[config.mk]
export PLATFORM = sky130hd
export DESIGN_NAME = multi_alarm_match_latch_unit
export DESIGN_NICKNAME = d
export VERILOG_FILES = /design/src/design/maml_pkg.sv /design/src/design/maml_table.sv /design/src/design/multi_alarm_match_latch_unit.sv
export SDC_FILE = /design/constraint.sdc
export NUM_CORES = 1
export LEC_CHECK = 0
export BUFFER_PORTS_ARGS = -buffer_cell sky130_fd_sc_hd__buf_2
export CORE_ASPECT_RATIO = 1.4
export CORE_MARGIN = 2
export CORE_UTILIZATION = 45
export CTS_BUF_LIST = sky130_fd_sc_hd__clkbuf_16
export DETAILED_ROUTE_END_ITERATION = 12
export PLACE_DENSITY = 0.69
export REMOVE_ABC_BUFFERS = 1
export SETUP_SLACK_MARGIN = 0.3
export SLEW_MARGIN = 20
export SYNTH_ARGS = -nofsm -noshare
export SYNTH_HDL_FRONTEND = slang
export SYNTH_SLANG_ARGS = --single-unit
[constraint.sdc]
create_clock -name clk -period 3.3 [get_ports clk]
set_clock_uncertainty 0.05 [all_clocks]
set_input_delay 0.66 -clock clk [delete_from_list [all_inputs] [get_ports clk]]
set_output_delay 0.66 -clock clk [all_outputs]
set_load 0.02 [all_outputs]
[src/design/maml_pkg.sv]
// Shared types and constants for the multi-alarm match and latch unit.
`timescale 1ns / 1ps
`default_nettype none

package maml_pkg;

  // Field widths of the item ports
  localparam int FUNC_W  = 2;
  localparam int HOUR_W  = 5;
  localparam int MIN_W   = 6;
  localparam int AIDX_W  = 3;
  localparam int MEL_W   = 4;

  // Bank size: default and largest the index fields can address
  localparam int NUM_ALARMS_DEF = 8;
  localparam int MAX_ALARMS     = 8;

  // Item function codes
  localparam logic [FUNC_W-1:0] FUNC_TICK    = 2'd0;
  localparam logic [FUNC_W-1:0] FUNC_SILENCE = 2'd1;
  localparam logic [FUNC_W-1:0] FUNC_CONFIG  = 2'd2;

  // One alarm entry as held in the table (16 bits)
  typedef struct packed {
    logic [MEL_W-1:0]  melody;
    logic              enable;
    logic [MIN_W-1:0]  minute;
    logic [HOUR_W-1:0] hour;
  } maml_entry_t;

  // Write request into the alarm table
  typedef struct packed {
    logic              en;
    logic [AIDX_W-1:0] addr;
    maml_entry_t       data;
  } maml_wr_t;

  typedef enum logic [1:0] {
    ST_IDLE,
    ST_SCAN,
    ST_DONE
  } maml_state_t;

endpackage

`default_nettype wire

[src/design/maml_table.sv]
// Alarm entry memory: one write port, one registered read port, per-entry valid bits.
`timescale 1ns / 1ps
`default_nettype none

module maml_table #(
  parameter int  NUM_ALARMS = maml_pkg::NUM_ALARMS_DEF,
  localparam int IDX_W      = (NUM_ALARMS > 1) ? $clog2(NUM_ALARMS) : 1
) (
  input  wire logic                 clk,
  input  wire logic                 rst_n,
  input  wire maml_pkg::maml_wr_t   wr,
  input  wire logic [IDX_W-1:0]     rd_addr,
  output maml_pkg::maml_entry_t     rd_data
);
  import maml_pkg::*;

  maml_entry_t             mem [NUM_ALARMS];
  logic [NUM_ALARMS-1:0]   vld_r;
  maml_entry_t             mem_q_r;
  logic                    vld_q_r;
  logic [IDX_W-1:0]        wr_idx;

  assign wr_idx = wr.addr[IDX_W-1:0];

  // Storage and registered read
  always_ff @(posedge clk) begin
    if (wr.en) begin
      mem[wr_idx] <= wr.data;
    end
    mem_q_r <= mem[rd_addr];
  end

  // Valid bits stand in for the all-zero reset of the table
  always_ff @(posedge clk) begin
    if (!rst_n) begin
      vld_r   <= '0;
      vld_q_r <= 1'b0;
    end else begin
      if (wr.en) begin
        vld_r[wr_idx] <= 1'b1;
      end
      vld_q_r <= vld_r[rd_addr];
    end
  end

  assign rd_data = vld_q_r ? mem_q_r : '0;

endmodule

`default_nettype wire

[src/design/multi_alarm_match_latch_unit.sv]
// Top level of the multi-alarm match and latch unit.
//
//  channel | handshake             | payload
//  --------+-----------------------+----------------------------------------------------------
//  in_     | in_valid / in_stall   | func hour minute clock_mode alarm_index enable melody
//  out_    | out_valid / out_stall | fired fired_index fired_melody ringing ringing_index
//
// A time tick walks the alarm table one entry a cycle through the read port of the
// table memory in ST_SCAN, then passes through ST_DONE before the input slot is free.
// Silence and configure items go from ST_IDLE straight to ST_DONE. One item is in flight at a time.
// rst_n (synchronous) clears the table valid bits, latches, ringing state and handshakes.
// The finished result sits in an output register; while out_stall holds it there, the
// block still takes the next item, and only the result after that waits in ST_DONE.
`timescale 1ns / 1ps
`default_nettype none

module multi_alarm_match_latch_unit #(
  parameter int NUM_ALARMS = maml_pkg::NUM_ALARMS_DEF
) (
  input  wire logic                         clk,
  input  wire logic                         rst_n,
  // input channel
  input  wire logic                         in_valid,
  output logic                              in_stall,
  input  wire logic [maml_pkg::FUNC_W-1:0]  in_func,
  input  wire logic [maml_pkg::HOUR_W-1:0]  in_hour,
  input  wire logic [maml_pkg::MIN_W-1:0]   in_minute,
  input  wire logic                         in_clock_mode,
  input  wire logic [maml_pkg::AIDX_W-1:0]  in_alarm_index,
  input  wire logic                         in_enable,
  input  wire logic [maml_pkg::MEL_W-1:0]   in_melody,
  // result channel
  output logic                              out_valid,
  input  wire logic                         out_stall,
  output logic                              out_fired,
  output logic [maml_pkg::AIDX_W-1:0]       out_fired_index,
  output logic [maml_pkg::MEL_W-1:0]        out_fired_melody,
  output logic                              out_ringing,
  output logic [maml_pkg::AIDX_W-1:0]       out_ringing_index
);
  import maml_pkg::*;

  localparam int IDX_W = (NUM_ALARMS > 1) ? $clog2(NUM_ALARMS) : 1;
  localparam logic [IDX_W-1:0] LAST_IDX = IDX_W'(NUM_ALARMS - 1);

  // Sequencer and scan state
  maml_state_t             state_r, state_nxt;
  logic [IDX_W-1:0]        cnt_r, cnt_nxt;
  logic [HOUR_W-1:0]       hour_r, hour_nxt;
  logic [MIN_W-1:0]        minute_r, minute_nxt;
  logic                    can_fire_r, can_fire_nxt;
  logic                    found_r, found_nxt;
  logic [IDX_W-1:0]        f_idx_r, f_idx_nxt;
  logic [MEL_W-1:0]        f_mel_r, f_mel_nxt;
  logic [NUM_ALARMS-1:0]   mask_r, mask_nxt;

  // Architectural state besides the table
  logic [NUM_ALARMS-1:0]   latch_r, latch_nxt;
  logic                    ringing_r, ringing_nxt;
  logic [IDX_W-1:0]        ring_idx_r, ring_idx_nxt;

  // Output register
  logic                    out_valid_r, out_valid_nxt;
  logic                    out_fired_r, out_fired_nxt;
  logic [AIDX_W-1:0]       out_fidx_r, out_fidx_nxt;
  logic [MEL_W-1:0]        out_fmel_r, out_fmel_nxt;
  logic                    out_ring_r, out_ring_nxt;
  logic [AIDX_W-1:0]       out_ridx_r, out_ridx_nxt;

  // Table access
  maml_wr_t                tbl_wr;
  logic [IDX_W-1:0]        tbl_rd_addr;
  maml_entry_t             ent;

  logic                    in_xfer;
  logic                    cfg_in_bank;
  logic                    hm_eq;
  logic                    hit;
  logic                    found_now;
  logic [NUM_ALARMS-1:0]   mask_now;
  logic [NUM_ALARMS-1:0]   latch_clr;

  maml_table #(
    .NUM_ALARMS (NUM_ALARMS)
  ) u_table (
    .clk     (clk),
    .rst_n   (rst_n),
    .wr      (tbl_wr),
    .rd_addr (tbl_rd_addr),
    .rd_data (ent)
  );

  assign in_stall    = (state_r != ST_IDLE);
  assign in_xfer     = in_valid && !in_stall;
  assign cfg_in_bank = ({1'b0, in_alarm_index} < (AIDX_W + 1)'(NUM_ALARMS));

  // Configure writes go straight into the table at the transfer edge; no tick is in
  // flight then, so the scan never races a write.
  always_comb begin
    tbl_wr.en          = in_xfer && (in_func == FUNC_CONFIG) && cfg_in_bank;
    tbl_wr.addr        = in_alarm_index;
    tbl_wr.data.hour   = in_hour;
    tbl_wr.data.minute = in_minute;
    tbl_wr.data.enable = in_enable;
    tbl_wr.data.melody = in_melody;
  end

  // Entry 0 is read in the transfer cycle, entry k+1 while entry k is examined.
  assign tbl_rd_addr = (state_r == ST_SCAN && cnt_r != LAST_IDX) ? cnt_r + 1'b1 : '0;

  // Per-entry checks on the entry now on the read port
  assign hm_eq     = (ent.hour == hour_r) && (ent.minute == minute_r);
  assign hit       = can_fire_r && !found_r && ent.enable && hm_eq && !latch_r[cnt_r];
  assign found_now = found_r || hit;

  always_comb begin
    latch_clr = latch_r;
    if (ent.minute != minute_r) begin
      latch_clr[cnt_r] = 1'b0;
    end
    for (int i = 0; i < NUM_ALARMS; i++) begin
      mask_now[i] = mask_r[i] || (hm_eq && (cnt_r == IDX_W'(i)));
    end
  end

  // Sequencer
  always_comb begin
    state_nxt     = state_r;
    cnt_nxt       = cnt_r;
    hour_nxt      = hour_r;
    minute_nxt    = minute_r;
    can_fire_nxt  = can_fire_r;
    found_nxt     = found_r;
    f_idx_nxt     = f_idx_r;
    f_mel_nxt     = f_mel_r;
    mask_nxt      = mask_r;
    latch_nxt     = latch_r;
    ringing_nxt   = ringing_r;
    ring_idx_nxt  = ring_idx_r;
    out_valid_nxt = out_valid_r && out_stall;
    out_fired_nxt = out_fired_r;
    out_fidx_nxt  = out_fidx_r;
    out_fmel_nxt  = out_fmel_r;
    out_ring_nxt  = out_ring_r;
    out_ridx_nxt  = out_ridx_r;

    unique case (state_r)
      ST_IDLE: begin
        if (in_xfer) begin
          found_nxt = 1'b0;
          f_idx_nxt = '0;
          f_mel_nxt = '0;
          state_nxt = ST_DONE;
          unique case (in_func)
            FUNC_TICK: begin
              hour_nxt     = in_hour;
              minute_nxt   = in_minute;
              can_fire_nxt = in_clock_mode && !ringing_r;
              mask_nxt     = '0;
              cnt_nxt      = '0;
              state_nxt    = ST_SCAN;
            end
            FUNC_SILENCE: begin
              // ringing implies an index has been recorded
              if (ringing_r) begin
                ringing_nxt          = 1'b0;
                latch_nxt[ring_idx_r] = 1'b1;
              end
            end
            FUNC_CONFIG: begin
              if (cfg_in_bank) begin
                latch_nxt[in_alarm_index[IDX_W-1:0]] = 1'b0;
              end
            end
            default: begin
              // unused code: no state change
            end
          endcase
        end
      end

      ST_SCAN: begin
        latch_nxt = latch_clr;
        mask_nxt  = mask_now;
        found_nxt = found_now;
        if (hit) begin
          f_idx_nxt = cnt_r;
          f_mel_nxt = ent.melody;
        end
        if (cnt_r == LAST_IDX) begin
          if (found_now) begin
            latch_nxt    = latch_clr | mask_now;
            ringing_nxt  = 1'b1;
            ring_idx_nxt = hit ? cnt_r : f_idx_r;
          end
          state_nxt = ST_DONE;
        end else begin
          cnt_nxt = cnt_r + 1'b1;
        end
      end

      ST_DONE: begin
        if (!out_valid_r || !out_stall) begin
          out_valid_nxt = 1'b1;
          out_fired_nxt = found_r;
          out_fidx_nxt  = AIDX_W'(f_idx_r);
          out_fmel_nxt  = f_mel_r;
          out_ring_nxt  = ringing_r;
          out_ridx_nxt  = AIDX_W'(ring_idx_r);
          state_nxt     = ST_IDLE;
        end
      end

      default: begin
        state_nxt = ST_IDLE;
      end
    endcase
  end

  // Control state
  always_ff @(posedge clk) begin
    if (!rst_n) begin
      state_r     <= ST_IDLE;
      latch_r     <= '0;
      ringing_r   <= 1'b0;
      ring_idx_r  <= '0;
      out_valid_r <= 1'b0;
      found_r     <= 1'b0;
    end else begin
      state_r     <= state_nxt;
      latch_r     <= latch_nxt;
      ringing_r   <= ringing_nxt;
      ring_idx_r  <= ring_idx_nxt;
      out_valid_r <= out_valid_nxt;
      found_r     <= found_nxt;
    end
  end

  // Working and payload registers
  always_ff @(posedge clk) begin
    cnt_r      <= cnt_nxt;
    hour_r     <= hour_nxt;
    minute_r   <= minute_nxt;
    can_fire_r <= can_fire_nxt;
    f_idx_r    <= f_idx_nxt;
    f_mel_r    <= f_mel_nxt;
    mask_r     <= mask_nxt;
    out_fired_r <= out_fired_nxt;
    out_fidx_r  <= out_fidx_nxt;
    out_fmel_r  <= out_fmel_nxt;
    out_ring_r  <= out_ring_nxt;
    out_ridx_r  <= out_ridx_nxt;
  end

  assign out_valid         = out_valid_r;
  assign out_fired         = out_fired_r;
  assign out_fired_index   = out_fidx_r;
  assign out_fired_melody  = out_fmel_r;
  assign out_ringing       = out_ring_r;
  assign out_ringing_index = out_ridx_r;

  // A fired result always leaves that entry ringing
  a_fired_rings: assert property (@(posedge clk) disable iff (!rst_n)
    out_valid && out_fired |-> out_ringing && (out_ringing_index == out_fired_index))
    else $error("fired result without matching ringing state");

  // Ringing starts only at the end of a tick scan
  a_ring_from_scan: assert property (@(posedge clk) disable iff (!rst_n)
    $rose(ringing_r) |-> $past(state_r) == ST_SCAN)
    else $error("ringing started outside a scan");

  // The entry that starts ringing has its latch set
  a_ring_latched: assert property (@(posedge clk) disable iff (!rst_n)
    $rose(ringing_r) |-> latch_r[ring_idx_r])
    else $error("ringing entry not latched");

  // Scan counter stays within the bank
  a_cnt_bound: assert property (@(posedge clk) disable iff (!rst_n)
    state_r == ST_SCAN |-> cnt_r <= LAST_IDX)
    else $error("scan index beyond bank");

endmodule

`default_nettype wire

After elaboration in Yosys (flattened, before gate mapping):

Memory sizes are Yosys's and may differ from the RTL's. A register that Yosys moved wholly into a read port is not among the register bits.
Index checks and enable logic that the tools add are counted.
Widths: inputs -> output; s select.

* register bits after elaboration: 67
* memories kept: 1
* output and inout bits: 14
* input port bits: 26
* memory bits (writable): 128

Memories
* u_table.mem: depth 8, width 16, rd ports 1, clocked after memory_dff 1, write ports 1, line maml_table.sv:17 `maml_entry_t mem [NUM_ALARMS];`

* equality and inequality tests: 25
* $add $sub $neg: 1
* reductions and logical operators: 52
* bitwise gates (word level): 7
* $lt $le $gt $ge: 7
* multiplexer cells: 48

Operators by type and width (number)
* $mux 8: 7
* $pmux 8 s2: 3
* $or 8x8->8: 3
* $logic_and 1x1->1: 21
* $mux 3: 6
* $and 8x8->8: 2
* $lt 3x4->1 const B: 4
* $mux 16: 1
* $not 8->8: 2
* $reduce_and 3->1: 5
* $mux 1: 14
* $eq 3x3->1 const B: 4
* $pmux 3 s2: 2
* $logic_or 1x1->1: 10
* $ne 2x2->1 const B: 5
* $demux 1 s3: 3
* $ge 3x1->1 const B: 3
* $mux 2: 4
* $mux 4: 2
* $pmux 4 s2: 1
* $reduce_and 4->1: 2
* $bmux 1 s3: 2
* $eq 3x2->1 const B: 2
* $eq 6x6->1: 1
* 17 further kinds: 31

Longest topological paths before layout:

Gate-level depths: netlist (run 1).

* depth in word-level cells: 11
* gate-level depth with buffers: 10

Hierarchy:

Synthesis (run 1) repeated with hierarchy kept, for this count alone.

* cells, all modules: 550
* area, all modules: 8904.8 um^2

Modules (own cells, without submodules)
* maml_table: area each 5699.2 um^2, sequential area each 4344.2 um^2, times used 1, cells each 257
* multi_alarm_match_latch_unit: area each 3205.6 um^2, sequential area each 1581.5 um^2, times used 1, cells each 293

Least setup slack after synthesis (run 1):

OpenSTA, ideal clock, no wires.

* path kind: input -> register
* start: in in_func[0] (netlist bit)
* end: mem u_table.mem[0][0] (netlist bit) (enable)
* stages: 3
* setup slack: 0.388 ns
* data arrival time: 2.446 ns
* path buffers: 0
* library setup time: 0.415 ns
* required time: 2.835 ns
* cell sequence: nand2b_1 > nor3_1 > nor3b_1

* cells in the longest elaborated chain, start to end: 4

RTL lines
* start, declared: line multi_alarm_match_latch_unit.sv:25 `input wire logic [maml_pkg::FUNC_W-1:0] in_func,`
* $eq 2x2->1: line multi_alarm_match_latch_unit.sv:100 `tbl_wr.en = in_xfer && (in_func == FUNC_CONFIG) && cfg_in_bank;`
* $logic_and 1x1->1: line multi_alarm_match_latch_unit.sv:100
* $mux 1: line maml_table.sv:27 `if (wr.en) begin`
* $mux 1 (not written as such): line maml_table.sv:28 `mem[wr_idx] <= wr.data;`
* end, declared: line maml_table.sv:17

No other way between the ends.

Worst setup path in the final report (run 1):

* start: reg cnt_r[0]
* end: reg, netlist name u_table.mem_q_r[4]

* cells in the longest elaborated chain, start to end: 3

RTL lines
* start, declared: line multi_alarm_match_latch_unit.sv:48 `logic [IDX_W-1:0] cnt_r, cnt_nxt;`
* start signal, assigned: line multi_alarm_match_latch_unit.sv:241 `cnt_r <= cnt_nxt;`
* parallel branches: the longest is 2 deep, another holds $add 3x1->3
* $mux 3 *: line multi_alarm_match_latch_unit.sv:109 `assign tbl_rd_addr = (state_r == ST_SCAN && cnt_r != LAST_IDX) ? cnt_r + 1'b1 : '0;`

Every way passes the cells marked *.
A chain may end at the register's enable or synchronous reset.

==> metrics, run 1 <==
core area roughly 19000 sq um; Max IR drop VDD between 0.0003 and 0.0004 V; Post-CTS Setup Bufs 0; number of global-route vias before repair 5500; die area ~20000 sq um; critical path peak fanout 49; CP Data Arrival Time 3.12 ns; Distinct cells, synth 52; clock tree buffer depth 3; PwrDens approximately 570 nW/um^2; Final min period 2.82 ns; layout cells sized above 1 20.0%; GP Congestion 0.866; Fmax about 360 MHz; pre-CTS setup slack ~0.45 ns; cells on worst reg2reg path 7; Finish-stage setup viols 0; worst r2r dst u_table.mem_q_r[4]$_DFF_P_; IO Port Bufs 39; CP Data Required Time about 3.6 ns; number of synthesized register bits 211; Final Cycle Share between 80% and 90%; FF-to-FF setup slack between 0.4 and 0.5 ns; initial antenna violation count 0; first-pass GRT wire length roughly 30000 um; Critical Path Start cnt_r[0]$_SDFFCE_PN0P_; chip width 121 um; Post-synth EDFFs 170; pin count of the biggest net entering global routing 50; post-synthesis async set-or-reset flop share 0%; worst-margin pin slew 0.778 ns; row count 59; Post-Syn Area between 8000 and 9000 sq um; PnR worst setup slack between 0.4 and 0.5 ns; RSZ-0062 raised after global routing no; Hold Fails Final Rpt 0; Diodes inserted 0; initial core utilization 46.2%; total gr overflow 0; DR pass1 iterations 7; critical path endpoint category flip-flop; Avg Inst Size Synth ~15 sq um; final antenna-violating net count 0; Max Transition Viols Final 0; Area growth syn-to-layout 13.2%; nets 663; Iter 0 DRT Violations about 490; Relative slew margins 47.9%; drt total wl approximately 19000 um; CTS tree yes; I/O pins 40; register area share after synthesis between 60% and 70%; clock sinks 211; DR WL/cell between 20 and 25 um; ys flop type edfxtp_1; Worst-Skew Late Latency 0.49 ns; Leak 3.23 nW; outcome finished clean; DP HPWL ~12000 um; Die Height between 150 and 200 um; htree depth 1; DP Area about 9100 sq um; total track usage about a fifth; via count 5359; Design Area, Final ~9800 sq um; final core utilization ~52%; CTS root buffer clkbuf_16; Yosys warnings 0; # DRC 0; setup_tns 0 ns; # Max-Cap Violations 0; CTS Buf Count 20; post-synthesis cell count around 580; min-delay worst type input port to flip-flop; r2r startpoint cnt_r[0]$_SDFFCE_PN0P_; crit path capture u_table.mem_q_r[4]$_DFF_P_; clk slew on worst S/H paths 0.06 ns; post-DR vias/cell about 6; crit path kind flip-flop to flip-flop; crit start category flip-flop
[metal layers]
metal  global-route usage (%)  vias to the layer above  wire [um]
li1                         -                     2432          -
met1                     23.2                     2671       7390
met2                     33.8                      206       9870
met3                     2.66                       50       1050
met4                     7.13                        0        576
met5                        0                        -          0
[layout by cell type (no fill, tap or decap), types with 8 or more instances in the layout]
cell type	instances
o41ai_1	10
buf_4	25
dfxtp_1	40
and2_1	9
o22ai_1	8
mux4_2	17
o21a_1	14
nor2_1	37
nand2_1	23
edfxtp_1	170
nand3_1	11
inv_1	17
a31oi_1	30
a21oi_1	11
o221ai_1	34
nor3_1	10
clkbuf_16	22
o211ai_1	10
buf_2	39
o21ai_0	12
[state kept, by name (all words and copies together), names as in the netlist, 2 cells and up]
signal,flops
f_mel_r,4
out_fired_index,3
state_r,2
minute_r,6
out_ringing_index,3
u_table.mem,128
f_idx_r,3
hour_r,5
out_fired_melody,4
mask_r,8
u_table.mem_q_r,16
latch_r,8
cnt_r,3
ring_idx_r,3
u_table.vld_r,8
[report_power, final]
part,switching (mW),internal [mW],total (mW)
Clock,0.928,1.35,2.28
Sequential,0.0431,2.94,2.98
Combinational,0.184,0.0991,0.283
[how the worst min path moves through the flow]
stage	cells after the start	slack [ns]	start	end
3_5_place_dp	0	0.38	f_mel_r[0]$_SDFFCE_PN0P_	out_fired_melody[0]$_DFFE_PP_
4_1_cts	1	0.37	in_melody[3]	u_table.mem[3][15]$_DFFE_PP_
2_1_floorplan	0	0.35	f_mel_r[0]$_SDFFCE_PN0P_	out_fired_melody[0]$_DFFE_PP_
3_3_place_gp	0	0.38	f_mel_r[3]$_SDFFCE_PN0P_	out_fired_melody[3]$_DFFE_PP_
6_report	1	0.38	in_melody[3]	u_table.mem[3][15]$_DFFE_PP_
5_1_grt	1	0.38	in_melody[3]	u_table.mem[4][15]$_DFFE_PP_
[worst max-delay path, stage by stage, from the launching register on]
cell	delay, ns
edfxtp_1	0.59
ha_1	0.32
ha_1	0.19
or3_2	0.45
buf_4	0.34
mux4_2	0.53
nor2_1	0.12
a31oi_1	0.05
[metrics by stage]
step / power, mW / hold WS, ns / cells
after floorplan: 3.18 / 0.350 / 544
after global placement: 3.31 / 0.380 / 853
after detailed placement: 3.32 / 0.376 / 853
after CTS: 5.59 / 0.373 / 889
after global routing: 5.74 / 0.381 / 889
final: 5.54 / 0.380 / 889
[final cells by class]
class	count	area, sq um
fillers	1501	8920
flip-flops and latches	211	5930
multi-input cells	318	2400
clock buffers	22	551
repair buffers	65	403
well taps	244	305
clock inverters	14	111
inverters	15	56.3
[logic make-up after synthesis]
| group | after synthesis | synth area share, % |
|---|---|---|
| and+or+nand+nor | 131 | 7.87 |
| buffers and inverters | 52 | 3.77 |
| AOI/OAI and AO/OA | 153 | 13.1 |
| xor gates and xnor gates | 6 | 0.610 |
| adders and majority gates | 6 | 0.871 |
| muxes | 22 | 5.02 |
| DFF | 211 | 68.7 |
[cells in the mapped netlist (3+ instances only)]
cell | n | share of area [%]
edfxtp_1 | 170 | 59
dfxtp_1 | 41 | 9.5
nor2_1 | 37 | 1.6
o221ai_1 | 34 | 3.5
a31oi_1 | 30 | 2.2
nand2_1 | 23 | 1.0
clkbuf_1 | 19 | 0.83
mux4_2 | 17 | 4.4
nor3_1 | 15 | 0.87
o21a_1 | 14 | 1.2
inv_1 | 13 | 0.57
o21ai_0 | 12 | 0.70
a21oi_1 | 11 | 0.64
nand3_1 | 11 | 0.64
o211ai_1 | 10 | 0.87
o41ai_1 | 10 | 1.0
and2_1 | 9 | 0.65
o22ai_1 | 8 | 0.58
and3_1 | 7 | 0.51
clkbuf_8 | 7 | 1.1
buf_2 | 6 | 0.35
ha_1 | 6 | 0.87
nand4b_1 | 6 | 0.61
o2111ai_1 | 6 | 0.61
xor2_1 | 6 | 0.61
mux2i_1 | 5 | 0.58
nor2b_1 | 5 | 0.36
nand2b_1 | 4 | 0.29
o31ai_1 | 4 | 0.35
a311oi_1 | 3 | 0.30
a41oi_1 | 3 | 0.30
nor3b_1 | 3 | 0.26
or3_2 | 3 | 0.26
[timing repair]
action	4_1_cts	5_1_grt
setup endpoints to repair	0	2
endpoints found under the hold margin	0	0
hold buffers	0	0
resized for setup	0	1
Note: power is estimated with default switching activity, not from simulation.
==> run 2, diff against run 1 <==
--- a/config.mk
+++ b/config.mk
@@ -11,10 +11,12 @@
 export CORE_UTILIZATION = 45
 export CTS_BUF_LIST = sky130_fd_sc_hd__clkbuf_16
 export DETAILED_ROUTE_END_ITERATION = 12
+export MAX_ROUTING_LAYER = met4
 export PLACE_DENSITY = 0.69
 export REMOVE_ABC_BUFFERS = 1
 export SETUP_SLACK_MARGIN = 0.3
 export SLEW_MARGIN = 20
 export SYNTH_ARGS = -nofsm -noshare
 export SYNTH_HDL_FRONTEND = slang
+export SYNTH_HIERARCHICAL = 1
 export SYNTH_SLANG_ARGS = --single-unit
==> metrics, run 2 <==
row count 60; RSZ-0062 raised after global routing no; crit path kind flip-flop to flip-flop; chip width between 100 and 150 um; wire length on met1 7080 um; Compound-Gate Fraction of Synth Area approximately 8%; post-DR vias/cell just under 6; GP Congestion 0.895; most common library cell in the layout ignoring fill and taps edfxtp_1; metal3 WL 895 um; area of the multi-input gates 2750 sq um; mux share of post-synthesis cell area about an eighth; CTS root buffer clkbuf_16; final antenna-violating net count 0; post-synthesis cell count 550; clock sinks 211; final core utilization 52.5%; Max Transition Viols Final 0; CTS tree yes; DR WL/cell around 21 um; ys flop type edfxtp_1; core area 19300 sq um; number of global-route vias before repair roughly 5300; max FFs per register 128; Max IR drop VDD approximately 0.0005 V; initial core utilization between 40% and 50%; initial antenna violation count 0; clock tree buffer depth 3; DP HPWL 11300 um; top layer in use met4; nets 639; CP Data Required Time about 3.6 ns; Design Area, Final 10100 sq um; total gr overflow 0; total track usage approximately 18%; top-count cell post-synth edfxtp_1; number of synthesized register bits 211; largest family of logic cells by synthesized area multiplexers; Post-Syn Area ~9000 sq um; Diodes inserted 0; Finish-stage setup viols 0; Sequential Area approximately 5900 sq um; CTS Buf Count 22; die area 20900 sq um; CP Data Arrival Time roughly 3.1 ns; Distinct cells, synth 60; Area growth syn-to-layout 13.7%; Post-CTS Setup Bufs 0; via count 5040; HP Start f_mel_r[2]$_SDFFCE_PN0P_; pin count of the biggest net entering global routing 35; Hold Fails Final Rpt 0; first-pass GRT wire length 28200 um; number of fill cells in the layout approximately 1600; Fmax approximately 360 MHz; critical path peak fanout 10; worst-margin pin slew around 0.84 ns; drt total wl 18100 um; post-synthesis xor/xnor area fraction between 1 and 1.5%; Die Height approximately 170 um; sequential share of power around 53%; layout cells sized above 1 about a quarter; dpl cells between 800 and 900; switching pwr 1.17 mW; FF-to-FF setup slack ~0.50 ns; DP Area ~9400 sq um; Iter 0 DRT Violations 470; Final min period between 2 and 3 ns; commonest cells after routing, fill and taps aside edfxtp_1 (170), dfxtp_1 (40), buf_2 (39), and2_1 (24), mux4_1 (24); Synth top cells by count edfxtp_1 (170), dfxtp_1 (41), and2_1 (24), mux4_1 (24), o21ai_0 (22); r2r startpoint cnt_r[0]$_SDFFCE_PN0P_; Critical Path Start cnt_r[0]$_SDFFCE_PN0P_; final cell count without fillers a little under 900; Yosys warnings 6; I/O pins 40; met2 WL slightly below 10000 um; setup_tns 0 ns; min-delay worst type flip-flop to flip-flop; # DRC 0; adder-cell share of the synthesized area 0.843%; PwrDens approximately 550 nW/um^2; htree depth 1; clock power share between 40% and 50%; post-synthesis async set-or-reset flop share 0%; Sw Share 20.8%; largest registers u_table/mem (128), u_table/mem_q_r (16); Post-synth EDFFs between 150 and 200; IO Port Bufs 39; Leak 3.39 nW; Relative slew margins ~44%; Final Cycle Share 84.9%; Pwr Total 5.61 mW; # Max-Cap Violations 0; crit start category flip-flop; DR pass1 iterations 5; simple-gate share of the synthesized area 8.50%; Comb pwr share about 4.4%; P_int about 4.4 mW; Biggest register u_table/mem; critical path endpoint category flip-flop; clk slew on worst S/H paths approximately 0.060 ns; area leader, netlist edfxtp_1; top cells by area, synth edfxtp_1 (57%), dfxtp_1 (9.2%), mux4_1 (7.1%), mux4_2 (2.3%), mux2_2 (2.1%); outcome finished clean; Avg Inst Size Synth around 16 sq um; Yosys top cell area share between 50% and 60%; register area share after synthesis about two thirds; Worst-Skew Late Latency around 0.50 ns
==> run 2: logic make-up after synthesis <==
group | Yosys count
AOI/OAI and AO/OA | 102
xor gates and xnor gates | 11
adders and majority gates | 6
buffers and inverters | 41
DFF | 211
muxes | 56
and+or+nand+nor | 123
==> run 2: final cells by class <==
type	instances	share of cell area [%]
clock inverter	16	1.36
timing repair buffer	62	3.76
multi-input combinational	298	27.2
sequential	211	58.5
clock buffer	23	5.68
inverter	12	0.445
tap	248	3.06
==> run 2: power groups by stage <==
stage / sequential (mW) / clock, mW / combinational (mW)
2_1_floorplan: 3.01 / 0 / 0.124
3_3_place_gp: 3.00 / 0 / 0.236
3_5_place_dp: 3.01 / 0 / 0.245
4_1_cts: 2.95 / 2.46 / 0.246
5_1_grt: 2.95 / 2.56 / 0.267
6_report: 2.95 / 2.41 / 0.245
==> run 2: final timing paths <==
check,depth (start not counted),endpoint
worst max register to register,6,u_table/mem_q_r[7]$_DFF_P_
worst max-delay path,6,u_table/mem_q_r[7]$_DFF_P_
worst min register to register,0,out_fired_melody[2]$_DFFE_PP_
worst min-delay path,0,out_fired_melody[2]$_DFFE_PP_
==> run 2: per-layer routing <==
layer / track usage (%) / up-vias
met2: 32.2 / 173
met4: 6.65 / 0
met1: 20.8 / 2522
met3: 2.68 / 41
met5: - / -
li1: - / 2304
==> run 2: worst max-delay path: stages, from the launching register on <==
cell	delay, ns
edfxtp_1	0.52
ha_1	0.28
ha_1	0.34
nor3_2	0.36
buf_4	0.29
mux4_1	0.59
mux2_2	0.27
==> run 2: timing repair <==
item / 4_1_cts / 5_1_grt
hold buffers: 0 / 0
setup endpoints to repair: 0 / 4
resized for setup: 0 / 1
==> run 2: through the flow <==
stage	hold slack (ns)	worst slack, ns
4_1_cts	0.373	0.379
6_report	0.371	0.499
2_1_floorplan	0.350	-2.32
5_1_grt	0.377	0.369
3_3_place_gp	0.358	0.392
3_5_place_dp	0.356	0.388
